==> src/rtl/core/psx_pkg.sv <==
// ----------------------------------------------------------------------------
// psx_pkg
// Shared constants and types of the printable string extractor.
// ----------------------------------------------------------------------------
`default_nettype none

package psx_pkg;

   // Longest minimum run length that the block supports.
   localparam int MAX_MIN_LENGTH = 16;
   // Width of the internal byte position counter.
   localparam int OFFSET_WIDTH   = 32;

   localparam int PEND_DEPTH = MAX_MIN_LENGTH - 1;
   localparam int PEND_AW    = (PEND_DEPTH > 1) ? $clog2(PEND_DEPTH) : 1;
   localparam int PEND_CW    = $clog2(PEND_DEPTH + 1);
   localparam int CNT_W      = $clog2(MAX_MIN_LENGTH + 1);

   localparam int BYTE_W     = 8;
   localparam int CFG_W      = 5;
   localparam int OUT_OFF_W  = 32;
   localparam int RSP_DATA_W = 40;
   localparam int RSP_USER_W = 2;

   localparam logic [BYTE_W-1:0] PRINT_LO    = 8'h20;
   localparam logic [BYTE_W-1:0] PRINT_HI    = 8'h7e;
   localparam logic [CFG_W-1:0]  DEFAULT_MIN = 5'd4;

   // What the datapath places in the result register.
   typedef enum logic [1:0] {
      K_FLUSH = 2'd0,
      K_BYTE  = 2'd1,
      K_END   = 2'd2
   } emit_kind_type;

   typedef struct packed {
      logic          accept;
      logic          emit;
      emit_kind_type kind;
      logic          k_clear;
      logic          k_inc;
   } psx_cmd_type;

   typedef struct packed {
      logic in_printable;
      logic reported;
      logic reach;
      logic cnt_zero;
      logic flush_last;
      logic eod;
      logic out_free;
   } psx_status_type;

endpackage

`default_nettype wire

==> src/rtl/core/psx_ctrl.sv <==
// ----------------------------------------------------------------------------
// psx_ctrl
// Sequencer that accepts one byte and then steps through its results.
// ----------------------------------------------------------------------------
`default_nettype none

module psx_ctrl (
   input  wire                   clock,
   input  wire                   reset,
   input  wire                   req_tvalid,
   output logic                  req_tready,
   input  psx_pkg::psx_status_type stat,
   output psx_pkg::psx_cmd_type  cmd
);

   typedef enum logic [3:0] {
      S_IDLE  = 4'b0001,
      S_FLUSH = 4'b0010,
      S_BYTE  = 4'b0100,
      S_END   = 4'b1000
   } state_type;

   state_type state_ff, state_in;
   logic      accept;
   logic      emit;

   assign req_tready = (state_ff == S_IDLE);
   assign accept     = req_tvalid && req_tready;
   assign emit       = (state_ff != S_IDLE) && stat.out_free;

   always_comb begin
      state_in = state_ff;
      case (state_ff)
         S_IDLE: begin
            if (accept) begin
               if (stat.in_printable) begin
                  if (stat.reported) begin
                     state_in = S_BYTE;
                  end else if (stat.reach) begin
                     state_in = stat.cnt_zero ? S_BYTE : S_FLUSH;
                  end
               end else if (stat.reported) begin
                  state_in = S_END;
               end
            end
         end
         S_FLUSH: begin
            if (emit && stat.flush_last) begin
               state_in = S_BYTE;
            end
         end
         S_BYTE: begin
            if (emit) begin
               state_in = stat.eod ? S_END : S_IDLE;
            end
         end
         S_END: begin
            if (emit) begin
               state_in = S_IDLE;
            end
         end
         default: state_in = S_IDLE;
      endcase
   end

   always_comb begin
      cmd.accept  = accept;
      cmd.emit    = emit;
      cmd.k_clear = accept;
      cmd.k_inc   = emit && (state_ff == S_FLUSH);
      case (state_ff)
         S_FLUSH: cmd.kind = psx_pkg::K_FLUSH;
         S_BYTE:  cmd.kind = psx_pkg::K_BYTE;
         default: cmd.kind = psx_pkg::K_END;
      endcase
   end

   always_ff @(posedge clock) begin
      if (reset) begin
         state_ff <= S_IDLE;
      end else begin
         state_ff <= state_in;
      end
   end

endmodule

`default_nettype wire

==> src/rtl/core/psx_dp.sv <==
// ----------------------------------------------------------------------------
// psx_dp
// Run tracking, pending byte store, offsets and the result register.
// ----------------------------------------------------------------------------
`default_nettype none

module psx_dp (
   input  wire                                     clock,
   input  wire                                     reset,
   input  psx_pkg::psx_cmd_type                    cmd,
   output psx_pkg::psx_status_type                 stat,
   input  wire [psx_pkg::BYTE_W-1:0]               in_byte,
   input  wire                                     in_eod,
   input  wire                                     csr_valid,
   input  wire [psx_pkg::CFG_W-1:0]                csr_data,
   input  wire                                     rsp_tready,
   output logic                                    rsp_tvalid,
   output logic [psx_pkg::RSP_DATA_W-1:0]          rsp_tdata,
   output logic [psx_pkg::RSP_USER_W-1:0]          rsp_tuser,
   output logic                                    rsp_tlast
);

   logic [psx_pkg::CFG_W-1:0]        min_len_ff;
   logic [psx_pkg::CNT_W-1:0]        m_eff;
   logic [psx_pkg::CNT_W-1:0]        run_ff, run_in;
   logic                             reported_ff, reported_in;
   logic [psx_pkg::OFFSET_WIDTH-1:0] pos_ff, pos_in;
   logic [psx_pkg::BYTE_W-1:0]       pend_ff [psx_pkg::PEND_DEPTH];

   logic                             in_printable;
   logic                             reach;
   logic [psx_pkg::PEND_CW-1:0]      cnt_sat;
   logic                             store_en;

   logic [psx_pkg::BYTE_W-1:0]       byte_ff;
   logic                             eod_ff;
   logic [psx_pkg::OFFSET_WIDTH-1:0] cur_pos_ff;
   logic [psx_pkg::PEND_CW-1:0]      cnt_ff;
   logic                             first_byte_ff;
   logic [psx_pkg::PEND_AW-1:0]      k_ff;

   logic                             out_valid_ff;
   logic [psx_pkg::BYTE_W-1:0]       out_byte_ff, out_byte_in;
   logic [psx_pkg::OFFSET_WIDTH-1:0] out_off_ff, out_off_in;
   logic                             out_first_ff, out_first_in;
   logic                             out_end_ff, out_end_in;
   logic                             out_last_ff, out_last_in;
   logic [psx_pkg::PEND_CW-1:0]      back_dist;

   // Out-of-range minimum values are clamped into 1..MAX_MIN_LENGTH.
   always_comb begin
      if (min_len_ff == '0) begin
         m_eff = psx_pkg::CNT_W'(1);
      end else if (int'(min_len_ff) > psx_pkg::MAX_MIN_LENGTH) begin
         m_eff = psx_pkg::CNT_W'(psx_pkg::MAX_MIN_LENGTH);
      end else begin
         m_eff = psx_pkg::CNT_W'(min_len_ff);
      end
   end

   assign in_printable = (in_byte >= psx_pkg::PRINT_LO) && (in_byte <= psx_pkg::PRINT_HI);
   assign reach        = ({1'b0, run_ff} + 1'b1) >= {1'b0, m_eff};
   assign cnt_sat      = (int'(run_ff) > psx_pkg::PEND_DEPTH) ?
                         psx_pkg::PEND_CW'(psx_pkg::PEND_DEPTH) : psx_pkg::PEND_CW'(run_ff);
   assign store_en     = cmd.accept && in_printable && !reported_ff && !reach
                         && (int'(run_ff) < psx_pkg::PEND_DEPTH);

   always_comb begin
      run_in      = run_ff;
      reported_in = reported_ff;
      if (in_printable) begin
         if (int'(run_ff) < psx_pkg::MAX_MIN_LENGTH) begin
            run_in = run_ff + 1'b1;
         end
         reported_in = reported_ff || reach;
      end else begin
         run_in      = '0;
         reported_in = 1'b0;
      end
      pos_in = pos_ff + 1'b1;
      if (in_eod) begin
         run_in      = '0;
         reported_in = 1'b0;
         pos_in      = '0;
      end
   end

   always_ff @(posedge clock) begin
      if (reset) begin
         min_len_ff  <= psx_pkg::DEFAULT_MIN;
         run_ff      <= '0;
         reported_ff <= 1'b0;
         pos_ff      <= '0;
      end else begin
         if (csr_valid) begin
            min_len_ff <= csr_data;
         end
         if (cmd.accept) begin
            run_ff      <= run_in;
            reported_ff <= reported_in;
            pos_ff      <= pos_in;
         end
      end
   end

   always_ff @(posedge clock) begin
      if (store_en) begin
         pend_ff[run_ff[psx_pkg::PEND_AW-1:0]] <= in_byte;
      end
      if (cmd.accept) begin
         byte_ff       <= in_byte;
         eod_ff        <= in_eod;
         cur_pos_ff    <= pos_ff;
         cnt_ff        <= cnt_sat;
         first_byte_ff <= !reported_ff && (cnt_sat == '0);
      end
      if (cmd.k_clear) begin
         k_ff <= '0;
      end else if (cmd.k_inc) begin
         k_ff <= k_ff + 1'b1;
      end
   end

   // A flushed byte sits cnt - k places before the byte that completed the run.
   assign back_dist = cnt_ff - psx_pkg::PEND_CW'(k_ff);

   always_comb begin
      out_byte_in  = '0;
      out_off_in   = cur_pos_ff;
      out_first_in = 1'b0;
      out_end_in   = 1'b0;
      out_last_in  = 1'b1;
      case (cmd.kind)
         psx_pkg::K_FLUSH: begin
            out_byte_in  = pend_ff[k_ff];
            out_off_in   = cur_pos_ff - psx_pkg::OFFSET_WIDTH'(back_dist);
            out_first_in = (k_ff == '0);
            out_last_in  = 1'b0;
         end
         psx_pkg::K_BYTE: begin
            out_byte_in  = byte_ff;
            out_first_in = first_byte_ff;
            out_last_in  = !eod_ff;
         end
         psx_pkg::K_END: begin
            out_end_in = 1'b1;
         end
         default: begin
            out_end_in = 1'b1;
         end
      endcase
   end

   always_ff @(posedge clock) begin
      if (reset) begin
         out_valid_ff <= 1'b0;
      end else if (cmd.emit) begin
         out_valid_ff <= 1'b1;
      end else if (rsp_tready) begin
         out_valid_ff <= 1'b0;
      end
   end

   always_ff @(posedge clock) begin
      if (cmd.emit) begin
         out_byte_ff  <= out_byte_in;
         out_off_ff   <= out_off_in;
         out_first_ff <= out_first_in;
         out_end_ff   <= out_end_in;
         out_last_ff  <= out_last_in;
      end
   end

   always_comb begin
      stat.in_printable = in_printable;
      stat.reported     = reported_ff;
      stat.reach        = reach;
      stat.cnt_zero     = (cnt_sat == '0);
      stat.flush_last   = ((psx_pkg::PEND_CW'(k_ff) + 1'b1) == cnt_ff);
      stat.eod          = eod_ff;
      stat.out_free     = !out_valid_ff || rsp_tready;
   end

   assign rsp_tvalid = out_valid_ff;
   assign rsp_tdata  = {psx_pkg::OUT_OFF_W'(out_off_ff), out_byte_ff};
   assign rsp_tuser  = {out_end_ff, out_first_ff};
   assign rsp_tlast  = out_last_ff;

endmodule

`default_nettype wire

==> src/rtl/core/printable_string_extractor_core.sv <==
// ----------------------------------------------------------------------------
// printable_string_extractor_core
// Reports runs of printable bytes that reach a programmable minimum length.
// ----------------------------------------------------------------------------
// The block takes one byte per beat and accepts it in the idle state; a byte
// that yields no result lets the next byte in on the following cycle, while a
// byte that completes a run has its pending bytes flushed by the sequencer,
// which walks the pending store one entry per cycle while the output register
// is free. Results leave through a single output register, so a new byte is
// taken while the last result still waits.
`default_nettype none

module printable_string_extractor_core (
   input  wire                                  clock,
   input  wire                                  reset,
   input  wire                                  req_tvalid,
   output logic                                 req_tready,
   input  wire [7:0]                            req_tdata,  // [7:0] data_byte
   input  wire                                  req_tlast,  // end_of_data
   input  wire                                  csr_valid,
   output logic                                 csr_ready,
   input  wire [psx_pkg::CFG_W-1:0]             csr_data,   // minimum_length
   output logic                                 rsp_tvalid,
   input  wire                                  rsp_tready,
   // [7:0] out_byte, [39:8] byte_offset
   output logic [psx_pkg::RSP_DATA_W-1:0]       rsp_tdata,
   // [0] first_of_string, [1] end_marker
   output logic [psx_pkg::RSP_USER_W-1:0]       rsp_tuser,
   output logic                                 rsp_tlast   // last
);

   psx_pkg::psx_cmd_type    cmd;
   psx_pkg::psx_status_type stat;

   assign csr_ready = 1'b1;

   psx_ctrl u_ctrl (
      .clock      (clock),
      .reset      (reset),
      .req_tvalid (req_tvalid),
      .req_tready (req_tready),
      .stat       (stat),
      .cmd        (cmd)
   );

   psx_dp u_dp (
      .clock      (clock),
      .reset      (reset),
      .cmd        (cmd),
      .stat       (stat),
      .in_byte    (req_tdata),
      .in_eod     (req_tlast),
      .csr_valid  (csr_valid),
      .csr_data   (csr_data),
      .rsp_tready (rsp_tready),
      .rsp_tvalid (rsp_tvalid),
      .rsp_tdata  (rsp_tdata),
      .rsp_tuser  (rsp_tuser),
      .rsp_tlast  (rsp_tlast)
   );

endmodule

`default_nettype wire

==> config.mk <==
export PLATFORM = sky130hd
export DESIGN_NAME = printable_string_extractor_core
export DESIGN_NICKNAME = d
export VERILOG_FILES = /design/src/rtl/core/psx_pkg.sv /design/src/rtl/core/psx_ctrl.sv /design/src/rtl/core/psx_dp.sv /design/src/rtl/core/printable_string_extractor_core.sv
export SDC_FILE = /design/constraint.sdc
export NUM_CORES = 1
export LEC_CHECK = 0
export BUFFER_PORTS_ARGS = -buffer_cell sky130_fd_sc_hd__buf_2
export CORE_AREA = 2 2 171 173
export DETAILED_ROUTE_END_ITERATION = 16
export DIE_AREA = 0 0 173 175
export GPL_ROUTABILITY_DRIVEN = 1
export SLEW_MARGIN = 15
export SYNTH_ARGS = -nofsm -noshare
export SYNTH_HDL_FRONTEND = slang
export SYNTH_SLANG_ARGS = --single-unit
==> constraint.sdc <==
create_clock -name clock -period 7.85 [get_ports clock]
set_clock_uncertainty 0.1 [all_clocks]
set_input_delay 0.3925 -clock clock [delete_from_list [all_inputs] [get_ports clock]]
set_output_delay 0.3925 -clock clock [all_outputs]
set_load 0.01 [all_outputs]
==> summary.md, run 1 <==
| Metric | Value |
|---|---|
| Pin slew with the least headroom to its limit | about 1.1 ns |
| Placed Area | 0.0117 mm2 |
| FILL cells | 2594 |
| H-tree depth | 1 |
| Pin count of the biggest net entering global routing | 60 |
| Crit-path cells | inv_1 -> ha_1 -> ha_1 -> a2111oi_0 -> o21ai_0 -> nor4b_2 -> nand2_1 -> nor3_1 |
| Syn avg cell area | 14.8 um2 |
| Crit end category | register |
| Site Rows | 62 |
| Clock sinks | 265 |
| Vias in the first global route | a little under 6000 |
| Non-filler instance count after layout | 1222 |
| Antenna viol nets, final | 0 |
| Status | finished clean |
| CP Class | register to register |
| Largest family of logic cells by synthesized area | simple AND/OR/NAND/NOR gates |
| Met2 wire len | 9.99 mm |
| Die height | between 150 and 200 um |
| # setup viols final | 0 |
| Lkg Pwr | 4.34 nW |
| Initial antenna violation count | 0 |
| Period Utilization, post-route | 50.3% |
| Final HPWL DP | between 10 and 15 mm |
| CTS buffer count | 28 |
| CTS tree | done |
| Simple-Gate Fraction of Synth Area | 10.7% |
| Synthesis Warnings | 0 |
| Max Slew Vio Count | 0 |
| Layout net count | between 800 and 900 |
| GP Congestion | 0.783 |
| Uppermost layer routed | met4 |
| Async SR Flop Fraction | 0% |
| Met1 wire length | 9.84 mm |
| Worst EP required | ~7.9 ns |
| Post-Syn Area | 0.0109 mm2 |
| Vias | 5999 |
| Syn Nets | 780 |
| Finished Cell Area | 0.0126 mm2 |
| Peak supply drop | about 210 uV |
| CP Data Arrival Time | 4.00 ns |
| Final hold violation count | 0 |
| Critical Path Max Stage Delay | between 0.8 and 0.9 ns |
| Overall Power | 3.74 mW |
| Met3 WL | approximately 750 um |
| Hold slack | 0.0229 ns |
| Max cap viols | 0 |
| Global route overflow | 0 |
| Compound-Gate Fraction of Synth Area | 3.92% |
| Slowest stage cell on the critical path | nor3_1 |
| Area Overhead vs Synth | 15.6% |
| Fin Setup TNS | 0 ns |
| Post-synth EDFFs | between 200 and 250 |
| CP max FO | 8 |
| Post-CTS Setup Inserts | 0 |
| RSZ-0062 raised after global routing | no |
| CTS clk-pin slew, worst paths | 0.06 ns |
| Post-synthesis sequential area ratio | 67.7% |
| Worst rel slew slack | 26.1% |
| DRC | 0 |
| Final min period | just under 4 ns |
| DRT iter0 DRCs | 474 |
| First-pass GRT wire length | 33.4 mm |
| Critical path launch point type | register |
| Chip width | 173 um |
| Share of post-route cells with drive strength above 1 | 19.5% |
| Die area | about 0.03 mm2 |
| FF+latch count, synth | ~270 |
| Avg WL per Cell | 17.3 um |
| Vias per cell | approximately 4.9 |
| Commonest cells after routing, fill and taps aside | edfxtp_1, nor2_1, buf_2 |
| Most common cell after layout, fill and taps aside | edfxtp_1 |
| Cells after DPL | 1165 |
| Worst Path Buf+Inv | 1 |
| Post-synthesis xor/xnor area fraction | 5.69% |
| CORE AREA | 0.0284 mm2 |
| I/O pins | 65 |
| Fmax | 253 MHz |
| Power per cell area | 296 mW/mm2 |
| Diodes inserted | 0 |
| Adder-Cell Fraction of Synth Area | roughly 2.7% |
| Gr usage total | 14.1% |
| Root buffer cell | clkbuf_16 |
| Largest delay share family, worst path | simple AND/OR/NAND/NOR gates |
| Ys flop type | edfxtp_1 |
| Min-Delay Path Class | input pin to register |
| DR pass1 iterations | 5 |
| Mux contribution to synthesized area | 7.78% |
| Clk_lat worst skew | 0.54 ns |
| Post-synthesis cell type count | 62 |
| Syn Inst Count | 739 |
| Clk buf depth | 3 |
| CP dominant cell by count | ha_1 |
| Port bufs | 63 |
| Routed WL | 21.1 mm |
| Starting Density | 38.5% |
## area by class of cell
cell class / instances / area, um2 / area share (%)
tap: 384 / 480 / 3.80
multi-input combinational: 432 / 3390 / 26.8
clock inverter: 10 / 72.6 / 0.574
timing repair buffer: 72 / 395 / 3.13
clock buffer: 42 / 835 / 6.61
inverter: 17 / 63.8 / 0.505
sequential: 265 / 7400 / 58.6
## timing repair
action,4_1_cts,5_1_grt
resized for setup,0,0
endpoints found under the hold margin,5,0
endpoints found under the setup margin,0,0
hold buffers,5,0
## synth_stat cells (all sizes together), types with 2 or more instances
cell type	number	area (um2)
or3	9	71.3
fa	2	40.0
or4	3	30.0
xor2	50	438
a21oi	12	60.1
buf	10	50.0
nand2	52	198
edfxtp	209	6280
and4	5	43.8
nor3	18	105
nor2b	6	37.5
nor4	6	52.6
nand3	20	105
o21a	3	22.5
ha	20	250
nor2	76	285
or4b	2	20.0
nand2b	10	62.6
o21ai	21	105
and3	7	43.8
nor4b	3	32.5
o41ai	2	17.5
inv	17	63.8
nand4	7	43.8
mux2i	13	130
xnor2	21	184
mux4	32	721
dfxtp	56	1120
a22oi	2	15.0
a21o	2	15.0
clkbuf	15	56.3
a22o	8	70.1
## per-layer routing
layer | GRT usage (%) | vias up
met5 | 0 | -
met4 | 4.34 | 0
met1 | 19.5 | 2933
met2 | 23.2 | 115
li1 | - | 2918
met3 | 1.70 | 33
## worst min-delay path, delay by kind of cell
kind          cells  cell delay, ns
buf+inv           1            0.09
mux               1            0.06
simple gates      1            0.07
## state kept, by name (all words and copies together), names as in the netlist, 4 cells and up, named ones only
name              flops
u_dp.min_len_ff       5
u_dp.pos_ff          32
u_dp.pend_ff        120
u_dp.byte_ff          8
u_dp.out_byte_ff      8
u_dp.k_ff             4
u_dp.out_off_ff      32
u_dp.cnt_ff           4
u_dp.cur_pos_ff      32
u_ctrl.state_ff       4
u_dp.run_ff           5
## metrics by stage
step	worst slack (ns)	util (%)
CTS	3.83	44.5
global route	3.49	44.5
floorplan	4.50	-
detailed placement	3.86	41.1
finish	3.90	44.5
global placement	3.95	41.1
## kinds of logic after synthesis
logic type | count (synthesis)
xor gates and xnor gates | 71
and+or+nand+nor | 229
adders and majority gates | 22
other | 1
buffers and inverters | 42
AOI/OAI and AO/OA | 64
DFF | 265
muxes | 45
## worst paths after layout
kind | from | endpoint | slack, ns | cells after the start
min reg2reg | u_dp.pos_ff[31] | u_dp.cur_pos_ff[31] | 0.35 | 0
max reg2reg | u_dp.run_ff[0] | u_dp.pend_ff[1][7] | 3.90 | 8
min | csr_data[4] | u_dp.min_len_ff[4] | 0.02 | 3
max | u_dp.run_ff[0] | u_dp.pend_ff[1][7] | 3.90 | 8
## power by group
part,total (mW),leakage [nW],internal [mW],switching (mW)
combinational,0.568,1.49,0.209,0.358
clock,1.28,0.453,0.762,0.514
sequential,1.90,2.39,1.80,0.101
total,3.74,4.34,2.77,0.973
Note: power is estimated with default switching activity, not from simulation.
==> run 2: changes to the inputs <==
- clock period: 7.85 -> 3.18 ns (I/O delays scaled with it)
==> run 2 against run 1 <==
Effect of this change: flip-flop and latch count unchanged; first-iteration DRC count shrank 21%; count of clock-buffer cells in the layout down 6; core utilization up 2.1 points; global-route usage increased by 0.41 points; critical path depth grew 4; wire length increased by 3.9%; clock power increased to 2.6 times the previous value; maximum frequency grew 32%; non-clock buffer count grew 56.
==> summary.md, run 2 (synthesis gave the netlist of run 1 again) <==
| Metric | Value |
|---|---|
| I/O pins | 65 (unchanged) |
| Worst Path Buf+Inv | 2 (+1) |
| Hold slack | 0.0422 ns (+0.0192 ns) |
| # setup viols final | 0 (unchanged) |
| Clk_lat worst skew | 0.54 ns (about the same) |
| Finished Cell Area | 0.0132 mm2 (+4.7%) |
| CP max FO | 8 (unchanged) |
| GP Congestion | 0.810 (+3.5%) |
| CP Data Arrival Time | 3.14 ns (-0.86 ns) |
| Antenna viol nets, final | 0 (unchanged) |
| Met1 wire length | 10.3 mm (+4.3%) |
| Final core occ | 46.6% (+2.1 points) |
| Die height | 175 um (unchanged) |
| Max Slew Vio Count | 0 (unchanged) |
| Seq pwr share | 49.1% (-1.6 points) |
| Critical path launch point type | register |
| Pin count of the biggest net entering global routing | 41 (-32%) |
| Met2 wire len | 10.3 mm (+2.7%) |
| Final HPWL DP | 14.4 mm (+4.3%) |
| Combinational power share | 16.4% (+1.2 points) |
| Placed Area | 0.0119 mm2 (+2.3%) |
| Diodes inserted | 0 (unchanged) |
| Uppermost layer routed | met4 |
| CTS buffer count | 30 (+7.1%) |
| Routed WL | 21.9 mm (+3.9%) |
| Vias per cell | 4.90 (-0.23%) |
| Worst rel slew slack | 52.0% (+26 points) |
| Lkg Pwr | 4.65 nW (+7.4%) |
| Internal power | 7.00 mW (+150%) |
| Period Utilization, post-route | 94.4% (+44 points) |
| Final hold violation count | 0 (unchanged) |
| Site Rows | 62 (unchanged) |
| First-pass GRT wire length | 34.6 mm (+3.6%) |
| Gr usage total | 14.5% (+0.41 points) |
| Layout net count | 915 (+6.8%) |
| Initial antenna violation count | 0 (unchanged) |
| Clk buf depth | 3 (unchanged) |
| Chip width | 173 um (unchanged) |
| Most common cell after layout, fill and taps aside | edfxtp_1 |
| Cells after DPL | 1198 (+2.8%) |
| CORE AREA | 0.0284 mm2 (unchanged) |
| DRT iter0 DRCs | 373 (-21%) |
| CTS tree | done |
| Clk pwr share | 34.5% (+0.4 points) |
| Vias in the first global route | 6201 (+4.4%) |
| Area Overhead vs Synth | 21.1% |
| Port bufs | 63 (unchanged) |
| Max cap viols | 0 (unchanged) |
| Min-Delay Path Class | input pin to register |
| CP Class | register to register |
| Sw Share | 26.6% (+0.63 points) |
| Power per cell area | 721 mW/mm2 (+140%) |
| Fin Setup TNS | 0 ns (unchanged) |
| H-tree depth | 1 (unchanged) |
| Vias | 6279 (+4.7%) |
| Clock sinks | 265 (unchanged) |
| DRC | 0 (unchanged) |
| FILL cells | 2518 (-2.9%) |
| Worst EP required | 3.32 ns (-4.58 ns) |
| DR pass1 iterations | 5 (unchanged) |
| Starting Density | 38.5% (unchanged) |
| Non-filler instance count after layout | 1282 (+4.9%) |
| Crit end category | register |
| Critical Path Max Stage Delay | 0.40 ns (-0.47 ns) |
| CTS clk-pin slew, worst paths | 0.06 ns (about the same) |
| Peak supply drop | 415 uV (+96%) |
| Max FFs per register | 120 (unchanged) |
| Pin slew with the least headroom to its limit | 0.718 ns (-0.382 ns) |
| Met3 WL | 1.09 mm (+45%) |
| Status | finished clean |
| Avg WL per Cell | 17.1 um (-0.95%) |
| P_sw | 2.54 mW (+160%) |
| Global route overflow | 0 (unchanged) |
| Die area | 0.0303 mm2 (unchanged) |
| Commonest cells after routing, fill and taps aside | edfxtp_1, nor2_1, buf_2 |
| Largest delay share family, worst path | simple AND/OR/NAND/NOR gates |
| Share of post-route cells with drive strength above 1 | 23.8% (+4.4 points) |
| Fmax | 333 MHz (+32%) |
| Crit-path cells | nor3_1 -> nor2_1 -> nor2_1 -> ha_1 -> nand2b_1 -> a2111oi_2 -> o21ai_1 -> nor4b_2 -> buf_4 -> nand2_1 -> nor3_1 -> buf_4 |
| Slowest stage cell on the critical path | a2111oi_2 |
| Final min period | 3.00 ns (-0.950 ns) |
| Root buffer cell | clkbuf_16 |
## run 2: cell types whose count changed in the layout (fill, tap and decap cells not counted), moves of 3 or more
cell,before,now
dfxtp_2,1,4
clkinv_1,2,5
clkbuf_8,6,0
dfxtp_1,55,52
buf_4,4,39
nor3_1,14,11
dlygate4sd3_1,5,24
## run 2: worst reg2reg max path: cells and delay by family, from the launching register on
kind	cells	cell delay [ns]
and+or+nand+nor	7	1.12
AOI/OAI and AO/OA	2	0.56
adders and majority gates	1	0.23
DFF	1	0.32
buffers and inverters	2	0.38
## run 2: routing by layer
metal	GRT usage [%]	vias up
li1	-	3039
met1	20.5	3062
met2	23.6	145
met3	2.31	33
met4	3.25	0
met5	0	-
## run 2: repair_timing
item	CTS	global route
pin swaps	1	2
hold buffers	24	0
gates resized for setup	0	18
endpoints found under the setup margin	120	131
endpoints found under the hold margin	141	0
buffers inserted	1	3
## run 2: path summary, 6_finish.rpt
check,start,cells past startpoint,end,slack [ns]
min,rsp_tready,3,u_dp.rsp_tvalid,0.04
max reg2reg,u_dp.min_len_ff[1],12,u_dp.pend_ff[3][6],0.18
max,u_dp.min_len_ff[1],12,u_dp.pend_ff[3][6],0.18
min reg2reg,u_dp.pos_ff[31],0,u_dp.cur_pos_ff[31],0.35
## run 2: area by class of cell
class | count | area, um2 | area share, %
Tap cell | 384 | 480 | 3.63
Multi-Input combinational cell | 432 | 3440 | 26.0
Inverter | 17 | 63.8 | 0.482
Timing Repair Buffer | 128 | 888 | 6.71
Clock buffer | 36 | 795 | 6.01
Clock inverter | 20 | 156 | 1.18
Sequential cell | 265 | 7400 | 55.9
## run 2: per-stage QoR
stage               power (mW)  worst slack (ns)
floorplan                 5.61           -0.0541
finish                    9.54             0.178
global placement          6.25            -0.120
CTS                       9.62            0.0316
global route              10.0            -0.100
detailed placement        6.28            -0.118
## run 2: power groups by stage
| stage | clock, mW | combinational, mW | sequential [mW] |
|---|---|---|---|
| after floorplan | 0 | 0.729 | 4.88 |
| after global placement | 0 | 1.51 | 4.74 |
| after detailed placement | 0 | 1.53 | 4.75 |
| after CTS | 3.38 | 1.56 | 4.68 |
| after global routing | 3.52 | 1.74 | 4.75 |
| final | 3.29 | 1.56 | 4.69 |
